**config.mk**
```make
export PLATFORM = sky130hd
export DESIGN_NAME = rbow_ctrl
export DESIGN_NICKNAME = d
export VERILOG_FILES = /design/src/design/rbow_pkg.sv /design/src/design/rbow_ctrl.sv
export SDC_FILE = /design/constraint.sdc
export NUM_CORES = 1
export LEC_CHECK = 0
export BUFFER_PORTS_ARGS = -buffer_cell sky130_fd_sc_hd__buf_4
export CORE_AREA = 8 8 45 47
export DETAILED_ROUTE_END_ITERATION = 12
export DIE_AREA = 0 0 53 55
export PLACE_DENSITY = 0.37
export SKIP_LAST_GASP = 1
export SLEW_MARGIN = 20
export SYNTH_ARGS = -nofsm -noshare
export SYNTH_HDL_FRONTEND = slang
export SYNTH_SLANG_ARGS = --single-unit
```
**constraint.sdc**
```tcl
create_clock -name clk -period 3.95 [get_ports clk]
set_input_delay 0.79 -clock clk [delete_from_list [all_inputs] [get_ports clk]]
set_output_delay 0.79 -clock clk [all_outputs]
set_load 0.1 [all_outputs]
```
**src/design/rbow_pkg.sv**
```systemverilog
// Shared constants, request codes and controller/datapath link types for the ring buffer.
package rbow_pkg;

    localparam int BUF_DEPTH = 1024;
    localparam int MAX_BURST = 64;

    localparam int PTR_W  = $clog2(BUF_DEPTH);
    localparam int OCC_W  = $clog2(BUF_DEPTH + 1);
    localparam int LEN_W  = 7;
    localparam int OFS_W  = 10;
    localparam int BYTE_W = 8;
    localparam int REQ_W  = 2;

    typedef enum logic [REQ_W-1:0] {
        REQ_WRITE = 2'd0,
        REQ_READ  = 2'd1,
        REQ_PEEK  = 2'd2,
        REQ_POP   = 2'd3
    } req_t;

    typedef struct packed {
        logic start;
        logic fetch;
    } cmd_t;

    typedef struct packed {
        logic stream_req;
        logic last_fetch;
    } stat_t;

endpackage

```
**src/design/rbow_ctrl.sv**
```systemverilog
// Controller state machine: request transfers, byte streaming and output valid.
module rbow_ctrl
(
    input  logic           clk,
    input  logic           rst_n,
    input  logic           in_valid,
    output logic           in_stall,
    output logic           out_valid,
    input  logic           out_stall,
    input  rbow_pkg::stat_t stat,
    output rbow_pkg::cmd_t  cmd
);

    typedef enum logic [1:0] {
        ST_IDLE   = 2'b01,
        ST_STREAM = 2'b10
    } state_t;

    state_t state_reg;
    state_t state_next;
    logic   out_valid_reg;
    logic   out_valid_next;
    logic   out_free;

    assign out_free  = !out_valid_reg || !out_stall;
    assign in_stall  = !((state_reg == ST_IDLE) && out_free);
    assign out_valid = out_valid_reg;

    always_comb
    begin
        state_next     = state_reg;
        out_valid_next = out_valid_reg && out_stall;
        cmd.start      = 1'b0;
        cmd.fetch      = 1'b0;
        case (state_reg)
            ST_IDLE:
            begin
                if (in_valid && out_free)
                begin
                    cmd.start = 1'b1;
                    if (stat.stream_req)
                    begin
                        state_next = ST_STREAM;
                    end
                    else
                    begin
                        out_valid_next = 1'b1;
                    end
                end
            end
            ST_STREAM:
            begin
                if (out_free)
                begin
                    cmd.fetch      = 1'b1;
                    out_valid_next = 1'b1;
                    if (stat.last_fetch)
                    begin
                        state_next = ST_IDLE;
                    end
                end
            end
            default:
            begin
                state_next = ST_IDLE;
            end
        endcase
    end

    always_ff @(posedge clk or negedge rst_n)
    begin
        if (!rst_n)
        begin
            state_reg     <= ST_IDLE;
            out_valid_reg <= 1'b0;
        end
        else
        begin
            state_reg     <= state_next;
            out_valid_reg <= out_valid_next;
        end
    end

endmodule

```
==> results_dict.tcl <==
set metrics [dict create \
    status "finished clean" \
    finalClockSkew_ns 0.000695 \
    first_global_vias 213 \
    ant_nets 0 \
    crit_top_cell "buf_4" \
    hpwl_um 469 \
    syn_avg_cell_area_um2 9.59 \
    worst_setup_path_end_kind "output pin" \
    grt_max_degree 5 \
    crit_family "buffers and inverters" \
    avgRoutedWirePerCell_um 10.8 \
    cp_num_buf_inv 2 \
    path_max_fanout 4 \
    antenna_cells 0 \
    slowest_delay_ns 0.28 \
    period_share_pct 57.6 \
    synth_fp_nets 29 \
    setup_viol 0 \
    nNetsFinal 43 \
    hold_path.class "input pin to asynchronous set/reset pin" \
    cp_cell_sequence "buf_4, nand2_1, and3_1, buf_4" \
    filler_cell_count 147 \
    drc 0 \
    syn_area_um2 201 \
    die_area_mm2 0.00292 \
    grt_pass1_wl_um 855 \
    fin_crit_ns 2.27 \
    drive_above_1_share_pct 44.1 \
    viasPerCell 3.88 \
    cts_buffers 3 \
    drv_cap 0 \
    start_util_pct 14.6 \
    fmax_mhz 440 \
    cts_resized 0 \
    async_flop_share_pct 100 \
    top_level_ports 10 \
    synth_top_area_share_pct 24.8 \
    track_usage_pct 4.16 \
    synthToLayoutAreaGrowth_pct 56.5 \
    rsz0062_at_grt "no" \
    drv_slew 0 \
    port_buffers 9 \
    ys.flop_type "dfrtp_1" \
    drt-total-wl_um 542 \
    ys_ff_latch 3 \
    finalSetupTns_ns 0 \
    die_h_um 55 \
    drt_first_pass_iters 2 \
    seq_area_frac_synth_pct 37.9 \
    tightest_slew_ns 0.281 \
    post_cts_buffers 0 \
    synth_top_cell_by_area "dfrtp_1" \
    synthTopCellsByArea "dfrtp_1 25%, dfstp_2 13%, ha_1 12%" \
    start_kind "input pin" \
    clk_latency_ns 0.23 \
    cp.required_ns 3.16 \
    grt_overflow 0 \
    hold_viol 0 \
    antenna_found_initial 0 \
    synth_common_cells "3 x a21oi_1, 3 x inv_1" \
    yosys.cell_types.count 13 \
    holdBufCountCts 0 \
    max_slew_margin_pct 81.4 \
    largest_reg_flops 2 \
    cts.sinks 3 \
    drtIter0Drc 1 \
    place.gp.congestion 0.678 \
    cts_tree "built" \
    clk_path_buf_depth 2 \
    vias 194 \
    crit_type "input pin to output pin" \
    synthCells 21 \
    cts-htree-levels 1 \
    rows 14 \
    coreArea_mm2 0.00138 \
    synth_edf_count 0 \
    crit_arrival_ns 1.48 \
    die_w_um 53 \
    crit_path_top_delay_cell "buf_4" \
    clockRootBuffer "clkbuf_4" \
    ys_warn_count 0 \
    clkTransAtPathRegs_ns 0.04 \
]
[cell families (layout without fill, tap and decap cells)]
group,Yosys count,in the layout,share of synthesized area (%)
buffers and inverters,3,16,5.59
and+or+nand+nor,5,5,12.4
adders and majority gates,2,2,12.4
AOI/OAI and AO/OA,8,8,31.7
DFF,3,3,37.9
[layer usage]
metal | up-vias | wire (um) | global-route usage [%]
met2 | 10 | 216 | 4.88
met3 | 0 | 98 | 2.94
met1 | 84 | 226 | 4.27
met4 | 0 | 0 | 5.17
li1 | 100 | - | -
met5 | - | 0 | 0
[layout make-up]
class / instances / area (um2) / area share [%]
Timing Repair Buffer: 9 / 67.6 / 21.4
Multi-Input combinational cell: 15 / 114 / 36.1
Clock buffer: 4 / 26.3 / 8.33
Tap cell: 16 / 20.0 / 6.35
Inverter: 3 / 11.3 / 3.57
Sequential cell: 3 / 76.3 / 24.2
[cell usage in the layout, fill, tap and decap left out, drive strengths merged]
| cell | n |
|---|---|
| nand2b | 1 |
| and3 | 1 |
| nand2 | 2 |
| inv | 3 |
| ha | 2 |
| a21oi | 4 |
| buf | 9 |
| dfrtp | 2 |
| a21bo | 1 |
| nor3 | 1 |
| clkbuf | 4 |
| dfstp | 1 |
| o2111ai | 1 |
| a21o | 2 |
[stage by stage]
stage / worst slack [ns] / area [um2] / hold WS, ns / instances / utilization (%)
final: 1.68 / 315 / 0.340 / 50 / 22.8
after global routing: 1.63 / 315 / 0.322 / 50 / 22.8
after CTS: 1.67 / 315 / 0.326 / 50 / 22.8
after detailed placement: 1.67 / 289 / 0.522 / 46 / 20.9
after global placement: 1.69 / 289 / 0.523 / 46 / 20.9
after floorplan: 0.769 / 201 / 0.494 / 21 / -
[path summary, 6_finish.rpt]
path                                           from                        to  slack, ns  cells after the start
min in group clk           state_reg[0]$_DFFE_PN1P_  state_reg[0]$_DFFE_PN1P_       0.52                      1
hold reg to reg            state_reg[0]$_DFFE_PN1P_  state_reg[0]$_DFFE_PN1P_       0.52                      1
max in group asynchronous                     rst_n  state_reg[0]$_DFFE_PN1P_       3.42                      1
setup / recovery                          out_stall                    cmd[1]       1.68                      4
hold / removal                                rst_n       out_valid$_DFF_PN0_       0.34                      1
setup reg to reg           state_reg[0]$_DFFE_PN1P_  state_reg[0]$_DFFE_PN1P_       2.61                      5
Power is left out: the tool's default activity adds up to more than one toggle a clock period on the data nets, which glitch-free logic cannot reach.
